===== src/rtl/stroke_shape_classifier_core_assert.svh =====
// assertion macros used by ssc_dp
`ifndef STROKE_SHAPE_CLASSIFIER_CORE_ASSERT_SVH
`define STROKE_SHAPE_CLASSIFIER_CORE_ASSERT_SVH

// same-cycle implication
`define SSC_ASSERT_IMPLIES(label, clk, rst, ante, cons, msg) \
   label: assert property (@(posedge clk) disable iff (rst) (ante) |-> (cons)) \
      else $error(msg);

// next-cycle implication
`define SSC_ASSERT_NEXT(label, clk, rst, ante, cons, msg) \
   label: assert property (@(posedge clk) disable iff (rst) (ante) |=> (cons)) \
      else $error(msg);

`endif


===== src/rtl/ssc_pkg.sv =====
package ssc_pkg;

   localparam int COORD_BITS = 12;
   localparam int MODE_W     = 2;
   localparam int CLASS_W    = 4;
   localparam int TOTAL_W    = 4;
   localparam int CFG_W      = 12;
   localparam int COS_W      = 16;
   localparam int DATA_W     = 32;
   localparam int ADDR_W     = 5;

   localparam int DEF_POINT_CAPACITY = 2048;
   localparam int DEF_CORNER_SPAN    = 10;
   localparam int DEF_CORNER_LIMIT   = 10;

   // squared lengths, dot products and the shared multiplier
   localparam int SQ_W   = 2 * COORD_BITS + 2;
   localparam int DOT_W  = SQ_W + 1;
   localparam int MUL_W  = DOT_W;
   localparam int PROD_W = 2 * MUL_W;
   localparam int CMP_W  = 2 * SQ_W + COS_W;

   localparam logic [MODE_W-1:0] MODE_DOWN  = 2'd0;
   localparam logic [MODE_W-1:0] MODE_POINT = 2'd1;
   localparam logic [MODE_W-1:0] MODE_UP    = 2'd2;

   localparam logic [2:0] REG_CLOSE  = 3'd0;
   localparam logic [2:0] REG_MINPTS = 3'd1;
   localparam logic [2:0] REG_COS    = 3'd2;
   localparam logic [2:0] REG_SQTOL  = 3'd3;
   localparam logic [2:0] REG_ROUND  = 3'd4;

   localparam logic [CFG_W-1:0] RST_CLOSE  = 12'd30;
   localparam logic [CFG_W-1:0] RST_MINPTS = 12'd20;
   localparam logic [COS_W-1:0] RST_COS    = 16'd53831;
   localparam logic [CFG_W-1:0] RST_SQTOL  = 12'd40;
   localparam logic [CFG_W-1:0] RST_ROUND  = 12'd50;

   typedef enum logic [CLASS_W-1:0] {
      CLS_TOO_SHORT      = 4'd0,
      CLS_TRIANGLE       = 4'd1,
      CLS_SQUARE         = 4'd2,
      CLS_RECT_RHOMBUS   = 4'd3,
      CLS_PENTAGON       = 4'd4,
      CLS_UNKNOWN_CLOSED = 4'd5,
      CLS_LETTER_I       = 4'd6,
      CLS_Z_DASH         = 4'd7,
      CLS_LETTER_O       = 4'd8,
      CLS_UNKNOWN_OPEN   = 4'd9
   } class_type;

   typedef struct packed {
      logic [COORD_BITS-1:0] x;
      logic [COORD_BITS-1:0] y;
   } point_type;

   typedef struct packed {
      logic [CFG_W-1:0] close_distance;
      logic [CFG_W-1:0] min_points;
      logic [COS_W-1:0] corner_cos_sq_q16;
      logic [CFG_W-1:0] square_tolerance;
      logic [CFG_W-1:0] round_min_size;
   } cfg_type;

   typedef enum logic [1:0] {RD_A, RD_B, RD_LAST} rd_sel_type;

   typedef enum logic [4:0] {
      MUL_NONE, MUL_UXUX, MUL_UYUY, MUL_VXVX, MUL_VYVY, MUL_UXVX, MUL_UYVY,
      MUL_UUVV, MUL_MAGMAG, MUL_PLO_COS, MUL_PHI_COS, MUL_D02X, MUL_D02Y,
      MUL_D13X, MUL_D13Y, MUL_TT, MUL_DD, MUL_T2Q, MUL_CLX, MUL_CLY, MUL_CDCD
   } mul_sel_type;

   typedef enum logic [3:0] {
      DST_NONE, DST_S0_LD, DST_S0_ADD, DST_S1_LD, DST_S1_ADD, DST_S2_LD,
      DST_S2_ADD, DST_P_LD, DST_LHS_LD16, DST_LHS_LD, DST_RHS_LD,
      DST_RHS_ADD_HI, DST_RHS_LD4
   } dst_type;

   typedef enum logic [1:0] {CSEL_SHORT, CSEL_GEOM, CSEL_QUAD} cls_sel_type;

   typedef struct packed {
      logic        clear;
      logic        add;
      logic        pen_up;
      rd_sel_type  rd_sel;
      logic        ld_a;
      logic        ld_b;
      mul_sel_type mul_sel;
      dst_type     dst;
      logic        corner_eval;
      logic        set_class;
      cls_sel_type cls_sel;
   } dp_cmd_type;

   typedef struct packed {
      logic pen_active;
      logic can_add;
      logic span_full;
      logic tally_open;
      logic too_short;
      logic closed;
      logic four_corners;
   } dp_status_type;

endpackage


===== src/rtl/ssc_intf.sv =====
interface ssc_req_if import ssc_pkg::*; ();
   logic                  valid;
   logic                  ready;
   logic [MODE_W-1:0]     mode;
   logic [COORD_BITS-1:0] x_coord;
   logic [COORD_BITS-1:0] y_coord;

   modport source (output valid, mode, x_coord, y_coord, input ready);
   modport sink (input valid, mode, x_coord, y_coord, output ready);
endinterface

interface ssc_rsp_if import ssc_pkg::*; ();
   logic               valid;
   logic               ready;
   logic [CLASS_W-1:0] shape_class;
   logic [TOTAL_W-1:0] corner_total;

   modport source (output valid, shape_class, corner_total, input ready);
   modport sink (input valid, shape_class, corner_total, output ready);
endinterface


===== src/rtl/stroke_shape_classifier_core.sv =====
// Stroke shape classifier: pen events arrive on req_if (pen down, motion point,
// pen up) and each pen up returns one transfer on rsp_if with the shape class
// and the capped corner count. Items are handled one at a time. A motion point
// from the (2*CORNER_SPAN+1)-th on, while the corner count is below its limit,
// starts a corner test: two reads of the point ring and ten passes through the
// one shared 27x27 multiplier. A pen up on a stroke that is not too short runs
// the closed test, then the square test on a closed four-corner stroke; the
// result then waits in its register until taken. Registers sit on the csr_ APB
// port at 4-byte strides.
module stroke_shape_classifier_core import ssc_pkg::*; #(
   parameter int POINT_CAPACITY = DEF_POINT_CAPACITY,
   parameter int CORNER_SPAN    = DEF_CORNER_SPAN,
   parameter int CORNER_LIMIT   = DEF_CORNER_LIMIT
) (
   input  logic              clock,
   input  logic              reset,
   ssc_req_if.sink           req_if,
   ssc_rsp_if.source         rsp_if,
   input  logic              csr_psel,
   input  logic              csr_penable,
   input  logic              csr_pwrite,
   input  logic [ADDR_W-1:0] csr_paddr,
   input  logic [DATA_W-1:0] csr_pwdata,
   output logic [DATA_W-1:0] csr_prdata,
   output logic              csr_pready
);

   cfg_type       cfg;
   dp_cmd_type    cmd;
   dp_status_type status;

   ssc_csr u_csr (
      .clock       (clock),
      .reset       (reset),
      .csr_psel    (csr_psel),
      .csr_penable (csr_penable),
      .csr_pwrite  (csr_pwrite),
      .csr_paddr   (csr_paddr),
      .csr_pwdata  (csr_pwdata),
      .csr_prdata  (csr_prdata),
      .csr_pready  (csr_pready),
      .cfg         (cfg)
   );

   ssc_ctrl u_ctrl (
      .clock     (clock),
      .reset     (reset),
      .req_valid (req_if.valid),
      .req_mode  (req_if.mode),
      .req_ready (req_if.ready),
      .rsp_valid (rsp_if.valid),
      .rsp_ready (rsp_if.ready),
      .status    (status),
      .cmd       (cmd)
   );

   ssc_dp #(
      .POINT_CAPACITY (POINT_CAPACITY),
      .CORNER_SPAN    (CORNER_SPAN),
      .CORNER_LIMIT   (CORNER_LIMIT)
   ) u_dp (
      .clock        (clock),
      .reset        (reset),
      .x_coord      (req_if.x_coord),
      .y_coord      (req_if.y_coord),
      .cfg          (cfg),
      .cmd          (cmd),
      .status       (status),
      .shape_class  (rsp_if.shape_class),
      .corner_total (rsp_if.corner_total)
   );

endmodule


===== src/rtl/ssc_csr.sv =====
module ssc_csr import ssc_pkg::*; (
   input  logic              clock,
   input  logic              reset,
   input  logic              csr_psel,
   input  logic              csr_penable,
   input  logic              csr_pwrite,
   input  logic [ADDR_W-1:0] csr_paddr,
   input  logic [DATA_W-1:0] csr_pwdata,
   output logic [DATA_W-1:0] csr_prdata,
   output logic              csr_pready,
   output cfg_type           cfg
);

   cfg_type    cfg_ff;
   logic [2:0] index;
   logic       wr_en;

   assign index      = csr_paddr[4:2];
   assign csr_pready = 1'b1;
   assign wr_en      = csr_psel & csr_penable & csr_pwrite;
   assign cfg        = cfg_ff;

   always_ff @(posedge clock) begin
      if (reset) begin
         cfg_ff.close_distance    <= RST_CLOSE;
         cfg_ff.min_points        <= RST_MINPTS;
         cfg_ff.corner_cos_sq_q16 <= RST_COS;
         cfg_ff.square_tolerance  <= RST_SQTOL;
         cfg_ff.round_min_size    <= RST_ROUND;
      end else if (wr_en) begin
         unique case (index)
            REG_CLOSE:  cfg_ff.close_distance    <= csr_pwdata[CFG_W-1:0];
            REG_MINPTS: cfg_ff.min_points        <= csr_pwdata[CFG_W-1:0];
            REG_COS:    cfg_ff.corner_cos_sq_q16 <= csr_pwdata[COS_W-1:0];
            REG_SQTOL:  cfg_ff.square_tolerance  <= csr_pwdata[CFG_W-1:0];
            REG_ROUND:  cfg_ff.round_min_size    <= csr_pwdata[CFG_W-1:0];
            default: ;
         endcase
      end
   end

   always_comb begin
      unique case (index)
         REG_CLOSE:  csr_prdata = DATA_W'(cfg_ff.close_distance);
         REG_MINPTS: csr_prdata = DATA_W'(cfg_ff.min_points);
         REG_COS:    csr_prdata = DATA_W'(cfg_ff.corner_cos_sq_q16);
         REG_SQTOL:  csr_prdata = DATA_W'(cfg_ff.square_tolerance);
         REG_ROUND:  csr_prdata = DATA_W'(cfg_ff.round_min_size);
         default:    csr_prdata = '0;
      endcase
   end

endmodule


===== src/rtl/ssc_ctrl.sv =====
module ssc_ctrl import ssc_pkg::*; (
   input  logic              clock,
   input  logic              reset,
   input  logic              req_valid,
   input  logic [MODE_W-1:0] req_mode,
   output logic              req_ready,
   output logic              rsp_valid,
   input  logic              rsp_ready,
   input  dp_status_type     status,
   output dp_cmd_type        cmd
);

   typedef enum logic [5:0] {
      ST_IDLE,
      ST_C_RA, ST_C_RB, ST_C_LB,
      ST_C_M0, ST_C_M1, ST_C_M2, ST_C_M3, ST_C_M4, ST_C_M5, ST_C_M6,
      ST_C_M7, ST_C_M8, ST_C_M9, ST_C_M10, ST_C_DEC,
      ST_K_RL, ST_K_LL, ST_K_M0, ST_K_M1, ST_K_M2, ST_K_M3, ST_K_DEC,
      ST_Q_M0, ST_Q_M1, ST_Q_M2, ST_Q_M3, ST_Q_M4, ST_Q_M5, ST_Q_M6,
      ST_Q_M7, ST_Q_M8, ST_Q_DEC,
      ST_OUT
   } state_type;

   state_type state_ff, state_in;

   assign req_ready = (state_ff == ST_IDLE);
   assign rsp_valid = (state_ff == ST_OUT);

   always_ff @(posedge clock) begin
      if (reset) begin
         state_ff <= ST_IDLE;
      end else begin
         state_ff <= state_in;
      end
   end

   always_comb begin
      state_in        = state_ff;
      cmd.clear       = 1'b0;
      cmd.add         = 1'b0;
      cmd.pen_up      = 1'b0;
      cmd.rd_sel      = RD_A;
      cmd.ld_a        = 1'b0;
      cmd.ld_b        = 1'b0;
      cmd.mul_sel     = MUL_NONE;
      cmd.dst         = DST_NONE;
      cmd.corner_eval = 1'b0;
      cmd.set_class   = 1'b0;
      cmd.cls_sel     = CSEL_GEOM;
      unique case (state_ff)
         ST_IDLE: begin
            if (req_valid) begin
               unique case (req_mode)
                  MODE_DOWN: cmd.clear = 1'b1;
                  MODE_POINT: begin
                     if (status.pen_active && status.can_add) begin
                        cmd.add = 1'b1;
                        if (status.span_full && status.tally_open) begin
                           state_in = ST_C_RA;
                        end
                     end
                  end
                  MODE_UP: begin
                     cmd.pen_up = 1'b1;
                     if (status.too_short) begin
                        cmd.set_class = 1'b1;
                        cmd.cls_sel   = CSEL_SHORT;
                        state_in      = ST_OUT;
                     end else begin
                        state_in = ST_K_RL;
                     end
                  end
                  default: ;
               endcase
            end
         end
         // corner test on the point one span back
         ST_C_RA: begin
            cmd.rd_sel = RD_A;
            state_in   = ST_C_RB;
         end
         ST_C_RB: begin
            cmd.rd_sel = RD_B;
            cmd.ld_a   = 1'b1;
            state_in   = ST_C_LB;
         end
         ST_C_LB: begin
            cmd.ld_b = 1'b1;
            state_in = ST_C_M0;
         end
         ST_C_M0: begin
            cmd.mul_sel = MUL_UXUX;
            state_in    = ST_C_M1;
         end
         ST_C_M1: begin
            cmd.mul_sel = MUL_UYUY;
            cmd.dst     = DST_S0_LD;
            state_in    = ST_C_M2;
         end
         ST_C_M2: begin
            cmd.mul_sel = MUL_VXVX;
            cmd.dst     = DST_S0_ADD;
            state_in    = ST_C_M3;
         end
         ST_C_M3: begin
            cmd.mul_sel = MUL_VYVY;
            cmd.dst     = DST_S1_LD;
            state_in    = ST_C_M4;
         end
         ST_C_M4: begin
            cmd.mul_sel = MUL_UXVX;
            cmd.dst     = DST_S1_ADD;
            state_in    = ST_C_M5;
         end
         ST_C_M5: begin
            cmd.mul_sel = MUL_UYVY;
            cmd.dst     = DST_S2_LD;
            state_in    = ST_C_M6;
         end
         ST_C_M6: begin
            cmd.mul_sel = MUL_UUVV;
            cmd.dst     = DST_S2_ADD;
            state_in    = ST_C_M7;
         end
         ST_C_M7: begin
            cmd.mul_sel = MUL_MAGMAG;
            cmd.dst     = DST_P_LD;
            state_in    = ST_C_M8;
         end
         ST_C_M8: begin
            cmd.mul_sel = MUL_PLO_COS;
            cmd.dst     = DST_LHS_LD16;
            state_in    = ST_C_M9;
         end
         ST_C_M9: begin
            cmd.mul_sel = MUL_PHI_COS;
            cmd.dst     = DST_RHS_LD;
            state_in    = ST_C_M10;
         end
         ST_C_M10: begin
            cmd.dst  = DST_RHS_ADD_HI;
            state_in = ST_C_DEC;
         end
         ST_C_DEC: begin
            cmd.corner_eval = 1'b1;
            state_in        = ST_IDLE;
         end
         // closed test: first point against last point
         ST_K_RL: begin
            cmd.rd_sel = RD_LAST;
            state_in   = ST_K_LL;
         end
         ST_K_LL: begin
            cmd.ld_b = 1'b1;
            state_in = ST_K_M0;
         end
         ST_K_M0: begin
            cmd.mul_sel = MUL_CLX;
            state_in    = ST_K_M1;
         end
         ST_K_M1: begin
            cmd.mul_sel = MUL_CLY;
            cmd.dst     = DST_S0_LD;
            state_in    = ST_K_M2;
         end
         ST_K_M2: begin
            cmd.mul_sel = MUL_CDCD;
            cmd.dst     = DST_S0_ADD;
            state_in    = ST_K_M3;
         end
         ST_K_M3: begin
            cmd.dst  = DST_S1_LD;
            state_in = ST_K_DEC;
         end
         ST_K_DEC: begin
            if (status.closed && status.four_corners) begin
               state_in = ST_Q_M0;
            end else begin
               cmd.set_class = 1'b1;
               cmd.cls_sel   = CSEL_GEOM;
               state_in      = ST_OUT;
            end
         end
         // square test on the two diagonals
         ST_Q_M0: begin
            cmd.mul_sel = MUL_D02X;
            state_in    = ST_Q_M1;
         end
         ST_Q_M1: begin
            cmd.mul_sel = MUL_D02Y;
            cmd.dst     = DST_S0_LD;
            state_in    = ST_Q_M2;
         end
         ST_Q_M2: begin
            cmd.mul_sel = MUL_D13X;
            cmd.dst     = DST_S0_ADD;
            state_in    = ST_Q_M3;
         end
         ST_Q_M3: begin
            cmd.mul_sel = MUL_D13Y;
            cmd.dst     = DST_S1_LD;
            state_in    = ST_Q_M4;
         end
         ST_Q_M4: begin
            cmd.mul_sel = MUL_TT;
            cmd.dst     = DST_S1_ADD;
            state_in    = ST_Q_M5;
         end
         ST_Q_M5: begin
            cmd.dst  = DST_S2_LD;
            state_in = ST_Q_M6;
         end
         ST_Q_M6: begin
            cmd.mul_sel = MUL_DD;
            state_in    = ST_Q_M7;
         end
         ST_Q_M7: begin
            cmd.mul_sel = MUL_T2Q;
            cmd.dst     = DST_LHS_LD;
            state_in    = ST_Q_M8;
         end
         ST_Q_M8: begin
            cmd.dst  = DST_RHS_LD4;
            state_in = ST_Q_DEC;
         end
         ST_Q_DEC: begin
            cmd.set_class = 1'b1;
            cmd.cls_sel   = CSEL_QUAD;
            state_in      = ST_OUT;
         end
         ST_OUT: begin
            if (rsp_ready) begin
               state_in = ST_IDLE;
            end
         end
         default: state_in = ST_IDLE;
      endcase
   end

endmodule


===== src/rtl/ssc_dp.sv =====
`include "stroke_shape_classifier_core_assert.svh"

module ssc_dp import ssc_pkg::*; #(
   parameter int POINT_CAPACITY = DEF_POINT_CAPACITY,
   parameter int CORNER_SPAN    = DEF_CORNER_SPAN,
   parameter int CORNER_LIMIT   = DEF_CORNER_LIMIT
) (
   input  logic                  clock,
   input  logic                  reset,
   input  logic [COORD_BITS-1:0] x_coord,
   input  logic [COORD_BITS-1:0] y_coord,
   input  cfg_type               cfg,
   input  dp_cmd_type            cmd,
   output dp_status_type         status,
   output logic [CLASS_W-1:0]    shape_class,
   output logic [TOTAL_W-1:0]    corner_total
);

   localparam int RING_DEPTH = 2 * CORNER_SPAN + 1;
   localparam int AW         = $clog2(RING_DEPTH);
   localparam int CW         = $clog2(POINT_CAPACITY + 1);
   localparam int TW         = $clog2(CORNER_LIMIT + 1);

   // stroke state
   point_type             ring_mem [RING_DEPTH];
   point_type             rd_ff;
   logic [AW-1:0]         wptr_ff;
   logic [AW-1:0]         rd_addr;
   logic [AW:0]           b_sum;
   logic [AW-1:0]         b_idx;
   logic [CW-1:0]         count_ff;
   logic                  pen_ff;
   logic [TW-1:0]         tally_ff;
   point_type             first_ff;
   point_type             corner_ff [4];
   logic [COORD_BITS-1:0] min_x_ff, max_x_ff, min_y_ff, max_y_ff;
   point_type             pa_ff, pb_ff, pc_ff;
   class_type             class_ff;
   point_type             pt_in;

   // arithmetic
   logic        [SQ_W-1:0]     s0_ff, s1_ff;
   logic signed [DOT_W-1:0]    s2_ff;
   logic        [2*SQ_W-1:0]   p_ff;
   logic        [CMP_W-1:0]    lhs_ff, rhs_ff;
   logic signed [PROD_W-1:0]   prod_ff, prod_in;
   logic signed [MUL_W-1:0]    op_a, op_b;
   logic signed [COORD_BITS:0] ux, uy, vx, vy, clx, cly, d02x, d02y, d13x, d13y;
   logic        [SQ_W-1:0]     mag, big, sml, diff, t2u;
   logic signed [MUL_W-1:0]    dd;
   logic                       corner_hit, square_hit;
   logic [COORD_BITS-1:0]      box_w, box_h;
   logic [COORD_BITS+1:0]      w2, w3, h2, h3;
   class_type                  geom_class;

   function automatic logic signed [COORD_BITS:0] sdiff(
      input logic [COORD_BITS-1:0] a, input logic [COORD_BITS-1:0] b);
      sdiff = $signed({1'b0, a}) - $signed({1'b0, b});
   endfunction

   assign pt_in.x = x_coord;
   assign pt_in.y = y_coord;

   // ring addressing: a is one past the newest slot, b is a span ahead of a
   assign b_sum = {1'b0, wptr_ff} + (AW+1)'(CORNER_SPAN);
   assign b_idx = (b_sum >= (AW+1)'(RING_DEPTH)) ? AW'(b_sum - (AW+1)'(RING_DEPTH))
                                                 : b_sum[AW-1:0];

   always_comb begin
      unique case (cmd.rd_sel)
         RD_A:    rd_addr = wptr_ff;
         RD_B:    rd_addr = b_idx;
         RD_LAST: rd_addr = (wptr_ff == '0) ? AW'(RING_DEPTH - 1) : wptr_ff - AW'(1);
         default: rd_addr = wptr_ff;
      endcase
   end

   always_ff @(posedge clock) begin
      if (cmd.add) begin
         ring_mem[wptr_ff] <= pt_in;
      end
      rd_ff <= ring_mem[rd_addr];
   end

   assign ux   = sdiff(pa_ff.x, pb_ff.x);
   assign uy   = sdiff(pa_ff.y, pb_ff.y);
   assign vx   = sdiff(pc_ff.x, pb_ff.x);
   assign vy   = sdiff(pc_ff.y, pb_ff.y);
   assign clx  = sdiff(first_ff.x, pb_ff.x);
   assign cly  = sdiff(first_ff.y, pb_ff.y);
   assign d02x = sdiff(corner_ff[0].x, corner_ff[2].x);
   assign d02y = sdiff(corner_ff[0].y, corner_ff[2].y);
   assign d13x = sdiff(corner_ff[1].x, corner_ff[3].x);
   assign d13y = sdiff(corner_ff[1].y, corner_ff[3].y);

   assign mag  = s2_ff[DOT_W-1] ? SQ_W'(-s2_ff) : SQ_W'(s2_ff);
   assign big  = (s0_ff < s1_ff) ? s1_ff : s0_ff;
   assign sml  = (s0_ff < s1_ff) ? s0_ff : s1_ff;
   assign diff = big - sml;
   assign t2u  = s2_ff[SQ_W-1:0];
   assign dd   = $signed({1'b0, diff}) - $signed({1'b0, t2u});

   always_comb begin
      op_a = '0;
      op_b = '0;
      unique case (cmd.mul_sel)
         MUL_NONE: ;
         MUL_UXUX:   begin op_a = MUL_W'(ux);   op_b = MUL_W'(ux);   end
         MUL_UYUY:   begin op_a = MUL_W'(uy);   op_b = MUL_W'(uy);   end
         MUL_VXVX:   begin op_a = MUL_W'(vx);   op_b = MUL_W'(vx);   end
         MUL_VYVY:   begin op_a = MUL_W'(vy);   op_b = MUL_W'(vy);   end
         MUL_UXVX:   begin op_a = MUL_W'(ux);   op_b = MUL_W'(vx);   end
         MUL_UYVY:   begin op_a = MUL_W'(uy);   op_b = MUL_W'(vy);   end
         MUL_UUVV: begin
            op_a = $signed({1'b0, s0_ff});
            op_b = $signed({1'b0, s1_ff});
         end
         MUL_MAGMAG: begin
            op_a = $signed({1'b0, mag});
            op_b = $signed({1'b0, mag});
         end
         MUL_PLO_COS: begin
            op_a = $signed({1'b0, p_ff[SQ_W-1:0]});
            op_b = $signed({{(MUL_W-COS_W){1'b0}}, cfg.corner_cos_sq_q16});
         end
         MUL_PHI_COS: begin
            op_a = $signed({1'b0, p_ff[2*SQ_W-1:SQ_W]});
            op_b = $signed({{(MUL_W-COS_W){1'b0}}, cfg.corner_cos_sq_q16});
         end
         MUL_D02X:   begin op_a = MUL_W'(d02x); op_b = MUL_W'(d02x); end
         MUL_D02Y:   begin op_a = MUL_W'(d02y); op_b = MUL_W'(d02y); end
         MUL_D13X:   begin op_a = MUL_W'(d13x); op_b = MUL_W'(d13x); end
         MUL_D13Y:   begin op_a = MUL_W'(d13y); op_b = MUL_W'(d13y); end
         MUL_TT: begin
            op_a = $signed({{(MUL_W-CFG_W){1'b0}}, cfg.square_tolerance});
            op_b = $signed({{(MUL_W-CFG_W){1'b0}}, cfg.square_tolerance});
         end
         MUL_DD:     begin op_a = dd;           op_b = dd;           end
         MUL_T2Q: begin
            op_a = $signed({1'b0, t2u});
            op_b = $signed({1'b0, sml});
         end
         MUL_CLX:    begin op_a = MUL_W'(clx);  op_b = MUL_W'(clx);  end
         MUL_CLY:    begin op_a = MUL_W'(cly);  op_b = MUL_W'(cly);  end
         MUL_CDCD: begin
            op_a = $signed({{(MUL_W-CFG_W){1'b0}}, cfg.close_distance});
            op_b = $signed({{(MUL_W-CFG_W){1'b0}}, cfg.close_distance});
         end
         default: ;
      endcase
   end

   assign prod_in = op_a * op_b;

   always_ff @(posedge clock) begin
      prod_ff <= prod_in;
      unique case (cmd.dst)
         DST_NONE: ;
         DST_S0_LD:      s0_ff  <= prod_ff[SQ_W-1:0];
         DST_S0_ADD:     s0_ff  <= s0_ff + prod_ff[SQ_W-1:0];
         DST_S1_LD:      s1_ff  <= prod_ff[SQ_W-1:0];
         DST_S1_ADD:     s1_ff  <= s1_ff + prod_ff[SQ_W-1:0];
         DST_S2_LD:      s2_ff  <= prod_ff[DOT_W-1:0];
         DST_S2_ADD:     s2_ff  <= s2_ff + prod_ff[DOT_W-1:0];
         DST_P_LD:       p_ff   <= prod_ff[2*SQ_W-1:0];
         DST_LHS_LD16:   lhs_ff <= {prod_ff[2*SQ_W-1:0], {COS_W{1'b0}}};
         DST_LHS_LD:     lhs_ff <= CMP_W'(prod_ff[2*SQ_W-1:0]);
         DST_RHS_LD:     rhs_ff <= CMP_W'(prod_ff[2*SQ_W-1:0]);
         DST_RHS_ADD_HI: rhs_ff <= rhs_ff + {prod_ff[SQ_W+COS_W-1:0], {SQ_W{1'b0}}};
         DST_RHS_LD4:    rhs_ff <= CMP_W'({prod_ff[2*SQ_W-1:0], 2'b00});
         default: ;
      endcase
   end

   // zero-length arms never count; an acute or right angle always does
   assign corner_hit = (s0_ff != '0) && (s1_ff != '0) &&
                       (!s2_ff[DOT_W-1] || (lhs_ff < rhs_ff));
   assign square_hit = (diff < t2u) || (lhs_ff < rhs_ff);

   // open stroke: aspect of the bounding box
   assign box_w = max_x_ff - min_x_ff;
   assign box_h = max_y_ff - min_y_ff;
   assign w2    = {1'b0, box_w, 1'b0};
   assign h2    = {1'b0, box_h, 1'b0};
   assign w3    = w2 + (COORD_BITS+2)'(box_w);
   assign h3    = h2 + (COORD_BITS+2)'(box_h);

   always_comb begin
      if (s0_ff < s1_ff) begin
         priority if (32'(tally_ff) == 3) geom_class = CLS_TRIANGLE;
         else if (32'(tally_ff) == 5)     geom_class = CLS_PENTAGON;
         else                             geom_class = CLS_UNKNOWN_CLOSED;
      end else begin
         priority if (h2 > w3) geom_class = CLS_LETTER_I;
         else if (w2 > h3)     geom_class = CLS_Z_DASH;
         else if (box_w > cfg.round_min_size && box_h > cfg.round_min_size)
            geom_class = CLS_LETTER_O;
         else
            geom_class = CLS_UNKNOWN_OPEN;
      end
   end

   always_ff @(posedge clock) begin
      if (cmd.add) begin
         pc_ff <= pt_in;
         if (count_ff == '0) begin
            first_ff <= pt_in;
         end
      end
      if (cmd.ld_a) begin
         pa_ff <= rd_ff;
      end
      if (cmd.ld_b) begin
         pb_ff <= rd_ff;
      end
      if (cmd.corner_eval && corner_hit && 32'(tally_ff) < 4) begin
         corner_ff[tally_ff[1:0]] <= pb_ff;
      end
      if (cmd.set_class) begin
         unique case (cmd.cls_sel)
            CSEL_SHORT: class_ff <= CLS_TOO_SHORT;
            CSEL_GEOM:  class_ff <= geom_class;
            CSEL_QUAD:  class_ff <= square_hit ? CLS_SQUARE : CLS_RECT_RHOMBUS;
            default:    class_ff <= CLS_TOO_SHORT;
         endcase
      end
   end

   always_ff @(posedge clock) begin
      if (reset) begin
         pen_ff   <= 1'b0;
         count_ff <= '0;
         wptr_ff  <= '0;
         tally_ff <= '0;
         min_x_ff <= '1;
         min_y_ff <= '1;
         max_x_ff <= '0;
         max_y_ff <= '0;
      end else begin
         if (cmd.clear) begin
            pen_ff   <= 1'b1;
            count_ff <= '0;
            wptr_ff  <= '0;
            tally_ff <= '0;
            min_x_ff <= '1;
            min_y_ff <= '1;
            max_x_ff <= '0;
            max_y_ff <= '0;
         end
         if (cmd.pen_up) begin
            pen_ff <= 1'b0;
         end
         if (cmd.add) begin
            count_ff <= count_ff + CW'(1);
            wptr_ff  <= (wptr_ff == AW'(RING_DEPTH - 1)) ? '0 : wptr_ff + AW'(1);
            if (x_coord < min_x_ff) min_x_ff <= x_coord;
            if (x_coord > max_x_ff) max_x_ff <= x_coord;
            if (y_coord < min_y_ff) min_y_ff <= y_coord;
            if (y_coord > max_y_ff) max_y_ff <= y_coord;
         end
         if (cmd.corner_eval && corner_hit) begin
            tally_ff <= tally_ff + TW'(1);
         end
      end
   end

   assign status.pen_active   = pen_ff;
   assign status.can_add      = 32'(count_ff) < 32'(POINT_CAPACITY);
   assign status.span_full    = 32'(count_ff) >= 32'(2 * CORNER_SPAN);
   assign status.tally_open   = 32'(tally_ff) < 32'(CORNER_LIMIT);
   assign status.too_short    = (count_ff == '0) ||
                                (32'(count_ff) < 32'(cfg.min_points));
   assign status.closed       = s0_ff < s1_ff;
   assign status.four_corners = 32'(tally_ff) == 4;

   assign shape_class  = class_ff;
   assign corner_total = TOTAL_W'(tally_ff);

   `SSC_ASSERT_IMPLIES(a_tally_cap, clock, reset, 1'b1, 32'(tally_ff) <= 32'(CORNER_LIMIT), "corner tally past its limit")
   `SSC_ASSERT_NEXT(a_tally_step, clock, reset, cmd.corner_eval && corner_hit, tally_ff == $past(tally_ff) + TW'(1), "corner not counted")
   `SSC_ASSERT_NEXT(a_clear, clock, reset, cmd.clear, count_ff == '0 && tally_ff == '0 && pen_ff, "pen down did not restart the stroke")
   `SSC_ASSERT_IMPLIES(a_eval_room, clock, reset, cmd.corner_eval, 32'(tally_ff) < 32'(CORNER_LIMIT), "corner test with the tally full")

endmodule

===== src/flat_wrapper.sv =====
// flat-port wrapper written by rule: the top's interface ports become plain ports
module stroke_shape_classifier_core_flat import ssc_pkg::*;
#(
   parameter int POINT_CAPACITY = DEF_POINT_CAPACITY,
   parameter int CORNER_SPAN    = DEF_CORNER_SPAN,
   parameter int CORNER_LIMIT   = DEF_CORNER_LIMIT
)
  (clock, reset, csr_psel, csr_penable, csr_pwrite, csr_paddr, csr_pwdata, csr_prdata, csr_pready, req_if_valid, req_if_mode, req_if_x_coord, req_if_y_coord, req_if_ready, rsp_if_valid, rsp_if_shape_class, rsp_if_corner_total, rsp_if_ready);
  ssc_req_if req_if_i ();
  ssc_rsp_if rsp_if_i ();
  input  logic clock;
  input  logic reset;
  input  logic csr_psel;
  input  logic csr_penable;
  input  logic csr_pwrite;
  input  logic [ADDR_W-1:0] csr_paddr;
  input  logic [DATA_W-1:0] csr_pwdata;
  output logic [DATA_W-1:0] csr_prdata;
  output logic csr_pready;
  input wire logic [$bits(req_if_i.valid)-1:0] req_if_valid;
  input wire logic [$bits(req_if_i.mode)-1:0] req_if_mode;
  input wire logic [$bits(req_if_i.x_coord)-1:0] req_if_x_coord;
  input wire logic [$bits(req_if_i.y_coord)-1:0] req_if_y_coord;
  output wire logic [$bits(req_if_i.ready)-1:0] req_if_ready;
  output wire logic [$bits(rsp_if_i.valid)-1:0] rsp_if_valid;
  output wire logic [$bits(rsp_if_i.shape_class)-1:0] rsp_if_shape_class;
  output wire logic [$bits(rsp_if_i.corner_total)-1:0] rsp_if_corner_total;
  input wire logic [$bits(rsp_if_i.ready)-1:0] rsp_if_ready;
  assign req_if_i.valid = req_if_valid;
  assign req_if_i.mode = req_if_mode;
  assign req_if_i.x_coord = req_if_x_coord;
  assign req_if_i.y_coord = req_if_y_coord;
  assign req_if_ready = req_if_i.ready;
  assign rsp_if_valid = rsp_if_i.valid;
  assign rsp_if_shape_class = rsp_if_i.shape_class;
  assign rsp_if_corner_total = rsp_if_i.corner_total;
  assign rsp_if_i.ready = rsp_if_ready;
  stroke_shape_classifier_core #(.POINT_CAPACITY(POINT_CAPACITY), .CORNER_SPAN(CORNER_SPAN), .CORNER_LIMIT(CORNER_LIMIT)) u_core (.clock(clock), .reset(reset), .req_if(req_if_i), .rsp_if(rsp_if_i), .csr_psel(csr_psel), .csr_penable(csr_penable), .csr_pwrite(csr_pwrite), .csr_paddr(csr_paddr), .csr_pwdata(csr_pwdata), .csr_prdata(csr_prdata), .csr_pready(csr_pready));
endmodule

===== config.mk =====
export PLATFORM = sky130hd
export DESIGN_NAME = stroke_shape_classifier_core_flat
export DESIGN_NICKNAME = d
export VERILOG_FILES = /design/src/rtl/ssc_pkg.sv /design/src/rtl/ssc_intf.sv /design/src/rtl/stroke_shape_classifier_core.sv /design/src/rtl/ssc_csr.sv /design/src/rtl/ssc_ctrl.sv /design/src/rtl/ssc_dp.sv /design/src/flat_wrapper.sv
export VERILOG_INCLUDE_DIRS = /design/src /design/src/rtl
export SDC_FILE = /design/constraint.sdc
export NUM_CORES = 2
export LEC_CHECK = 0
export ABC_AREA = 0
export BUFFER_PORTS_ARGS = -buffer_cell sky130_fd_sc_hd__buf_2
export CORE_AREA = 2 2 360 719
export CTS_BUF_LIST = sky130_fd_sc_hd__clkbuf_4 sky130_fd_sc_hd__clkbuf_8
export DETAILED_ROUTE_END_ITERATION = 10
export DIE_AREA = 0 0 362 721
export SETUP_SLACK_MARGIN = 0.15
export SLEW_MARGIN = 30
export SYNTH_ARGS = -nofsm -noshare
export SYNTH_HDL_FRONTEND = slang
export SYNTH_SLANG_ARGS = --single-unit

===== constraint.sdc =====
create_clock -name clock -period 35.6 [get_ports clock]
set_input_delay 7.12 -clock clock [delete_from_list [all_inputs] [get_ports clock]]
set_output_delay 7.12 -clock clock [all_outputs]
set_load 0.02 [all_outputs]

==> results.json <==
{
  "power.density_mw_per_mm2": 33.43,
  "crit_type": "input pin to output pin",
  "cts_setup_buffers": 0,
  "cts_sinks": 1183,
  "utilization_pct": 39.44,
  "setup_viol_count_final": 0,
  "max_clock_freq_mhz": 61.97,
  "pwr-share-seq_pct": 46.6,
  "grt_pass1_vias": 67458,
  "drc": 0,
  "synth_ff_type": "edfxtp_1",
  "die_h_um": 721,
  "grt_overflow": 0,
  "cts_tree": "yes",
  "dp_hpwl_um": 199000,
  "grt_first_pass_wirelength_um": 418800,
  "drive_gt1_share_pct": 9.572,
  "mostFrequentLayoutCell": "inv_1",
  "via_per_inst": 5.427,
  "dr_wl_met2_um": 130000,
  "clk_latency_ps": 970,
  "p_switching_uw": 973.5,
  "hold_depth": 0,
  "path_max_fanout": 33,
  "coreArea_mm2": 0.2557,
  "wire_per_inst_um": 22.50,
  "holdBufCountCts": 0,
  "routed.top_layer": "met5",
  "synth_edf_count": 967,
  "min_path_type": "flop to flop",
  "wl_met1_um": 115700,
  "synth-seq-area-share_pct": 36.36,
  "ys_ff_latch": 1183,
  "hold_viol_final": 0,
  "drv_slew": 0,
  "cap_violations": 0,
  "setup_tns_ps": 0,
  "crit_buf_inv": 2,
  "cts_max_path_buffers": 3,
  "antenna_found_initial": 12,
  "cp_cell_sequence": "buf_2 > nor2b_2 > a21oi_1 > o22ai_1 > buf_2",
  "synth_area_leader_cell": "edfxtp_1",
  "skew_ps": 52.96,
  "finalCritPeriodShare_pct": 45.33,
  "max_slew.worst_pin.slew_ps": 1062,
  "rrSetupSlack_ps": 20160,
  "stdcell_count": 12367,
  "grtUsageTotal_pct": 21.23,
  "gp_congestion": 0.9320,
  "root_buffer": "clkbuf_8",
  "r2r_start": "u_core.u_dp.s1_ff[3]",
  "area_growth_pct": 9.915,
  "io_buffers": 77,
  "die-area_mm2": 0.2610,
  "netlist_area_mm2": 0.09176,
  "hold_path.startpoint": "u_core.u_dp.rd_ff[4]",
  "drt_iter0_drc": 5707,
  "nets": 10405,
  "maxSlewHeadroom_pct": 29.17,
  "grt_max_degree": 93,
  "setup.worst_path.start_class": "input pin",
  "p_int_uw": 2398,
  "yosys-top-cells-area": "edfxtp_1 (32%), fa_1 (17%), ha_1 (9.3%)",
  "dr.pass1.iters": 7,
  "crit_family": "buffers and inverters",
  "p_comb_share_pct": 15.2,
  "arrival_ps": 9020,
  "synthArstFlopShare_pct": 0,
  "ant_nets": 0,
  "min_to": "u_core.u_dp.pb_ff[4]",
  "cts_buffers": 188,
  "design.portCount": 113,
  "met3_length_um": 21600,
  "rows": 263,
  "critPathRequiredTime_ps": 28480,
  "ys_warn_count": 0,
  "sw_frac_of_total_pct": 28.88,
  "dp_cells": 12009,
  "vias": 67115,
  "drt_wl_total_um": 278300,
  "cts-htree-levels": 4,
  "slowest_stage": "nor2b_2",
  "grt_setup_unrepaired": "no",
  "syn_area_per_cell_um2": 10.46,
  "start_util_pct": 35.89,
  "final_cell_mix": "inv_1 (1273), nand2_1 (992), edfxtp_1 (967)",
  "clkPwrFrac_pct": 38.2,
  "reg2regPathDepth": 48,
  "netlist_instances": 8774,
  "dp_slack_ps": 19200,
  "max_stage_delay_ps": 660,
  "postLayoutSetupSlackWorst_ps": 19460,
  "ir_worst_vdd_uv": 42.66,
  "critical_path.most_common_cell": "buf_2",
  "synth_top_cell_area_share_pct": 31.65,
  "outcome": "finished, final reports clean",
  "cp-end-kind": "output pin",
  "worstReg2RegEnd": "u_core.u_dp.prod_ff[48]",
  "clk_pin_slew_ps": 60,
  "finalCriticalPeriod_ps": 16140,
  "ctsResizeCount": 0,
  "yosysUniqueCellTypes": 101,
  "p_leak_uw": 0.04364,
  "die_w_um": 362
}
cells by family (layout without fill, tap and decap cells):
kind of cell	after synthesis	in the layout	share of synthesized area (%)
flip-flops	1183	1183	36.36
other	2	25	0.008185
adder cells (fa/ha/maj)	1445	1445	25.94
AND/OR/NAND/NOR	2314	2314	11.71
XOR/XNOR	345	345	3.301
multiplexers	272	272	4.642
AO/OA/AOI/OAI	1588	1588	11.22
buffers and inverters	1625	1883	6.826
how the worst max path moves through the flow:
| stage | startpoint | to | slack (ps) | cells after the start |
|---|---|---|---|---|
| global route | csr_paddr[3] | csr_prdata[14] | 19320 | 5 |
| floorplan | csr_paddr[4] | csr_prdata[10] | 19970 | 6 |
| detailed placement | csr_paddr[3] | csr_prdata[1] | 19200 | 5 |
| finish | csr_paddr[3] | csr_prdata[1] | 19460 | 5 |
| CTS | csr_paddr[3] | csr_prdata[1] | 19190 | 5 |
| global placement | csr_paddr[3] | csr_prdata[1] | 19230 | 5 |
stage by stage:
step	instance area, µm²	total power, µW	hold WS [ps]
after floorplan	91810	1897	403.7
after global placement	96550	2100	409.6
after detailed placement	96650	2106	414.8
after CTS	100800	3390	430.6
after global routing	100800	3484	437.5
final	100900	3371	433.0
sequential cells by signal, summed over array words and instances, names as in the netlist, 26 cells and up:
register               cells
u_core.u_dp.corner_ff     96
u_core.u_dp.rhs_ff        68
u_core.u_csr.cfg          64
u_core.u_dp.prod_ff       52
u_core.u_dp.s1_ff         26
u_core.u_dp.lhs_ff        68
u_core.u_dp.p_ff          52
u_core.u_dp.ring_mem     504
u_core.u_dp.s0_ff         26
u_core.u_dp.s2_ff         27
power groups by stage:
stage | clock network (µW) | logic [µW] | registers [µW]
6_report | 1290 | 512 | 1570
5_1_grt | 1360 | 551 | 1570
4_1_cts | 1310 | 509 | 1570
3_5_place_dp | 0 | 506 | 1600
3_3_place_gp | 0 | 500 | 1600
2_1_floorplan | 0 | 323 | 1570
synth_stat cells, types with 13 or more instances:
| cell | n |
|---|---|
| a22oi_1 | 83 |
| nand2_1 | 994 |
| fa_1 | 762 |
| buf_4 | 20 |
| and2_1 | 159 |
| a221oi_1 | 33 |
| o31ai_1 | 34 |
| o211ai_1 | 43 |
| buf_1 | 17 |
| nand4_1 | 52 |
| nand3_1 | 88 |
| ha_1 | 683 |
| a31oi_1 | 31 |
| o221ai_1 | 15 |
| a211oi_1 | 39 |
| nor2_1 | 462 |
| dfxtp_1 | 216 |
| nand2b_1 | 86 |
| o21bai_1 | 68 |
| a21o_1 | 155 |
| a22o_1 | 39 |
| mux4_2 | 120 |
| a222oi_1 | 23 |
| nor2b_1 | 115 |
| mux2_2 | 28 |
| a21oi_1 | 364 |
| o22ai_1 | 52 |
| a21boi_0 | 36 |
| mux2i_1 | 124 |
| xnor2_1 | 217 |
| xor2_1 | 127 |
| or4_1 | 13 |
| nor3_1 | 117 |
| or3_1 | 40 |
| buf_2 | 44 |
| inv_1 | 1274 |
| o21a_1 | 37 |
| clkbuf_1 | 266 |
| nor4_1 | 41 |
| or2_2 | 29 |
| nand3b_1 | 25 |
| and3_1 | 44 |
| edfxtp_1 | 967 |
| o21ai_0 | 396 |
| o21ai_1 | 21 |
final cells by class:
class / count / area [µm²]
clock buffer: 262 / 3299
timing repair buffer: 262 / 1802
multi-input combinational: 5981 / 52590
tap: 3312 / 4144
fill: 24655 / 154800
inverter: 1274 / 4782
clock inverter: 85 / 852.1
sequential: 1183 / 33360
antenna: 8 / 20.02
routing by layer:
| layer | vias to the layer above | GRT usage, % |
|---|---|---|
| li1 | 30292 | - |
| met1 | 33717 | 28.16 |
| met2 | 2554 | 34.55 |
| met3 | 544 | 3.841 |
| met4 | 8 | 7.799 |
| met5 | - | 0 |
Power figures use the tool's default switching activity.
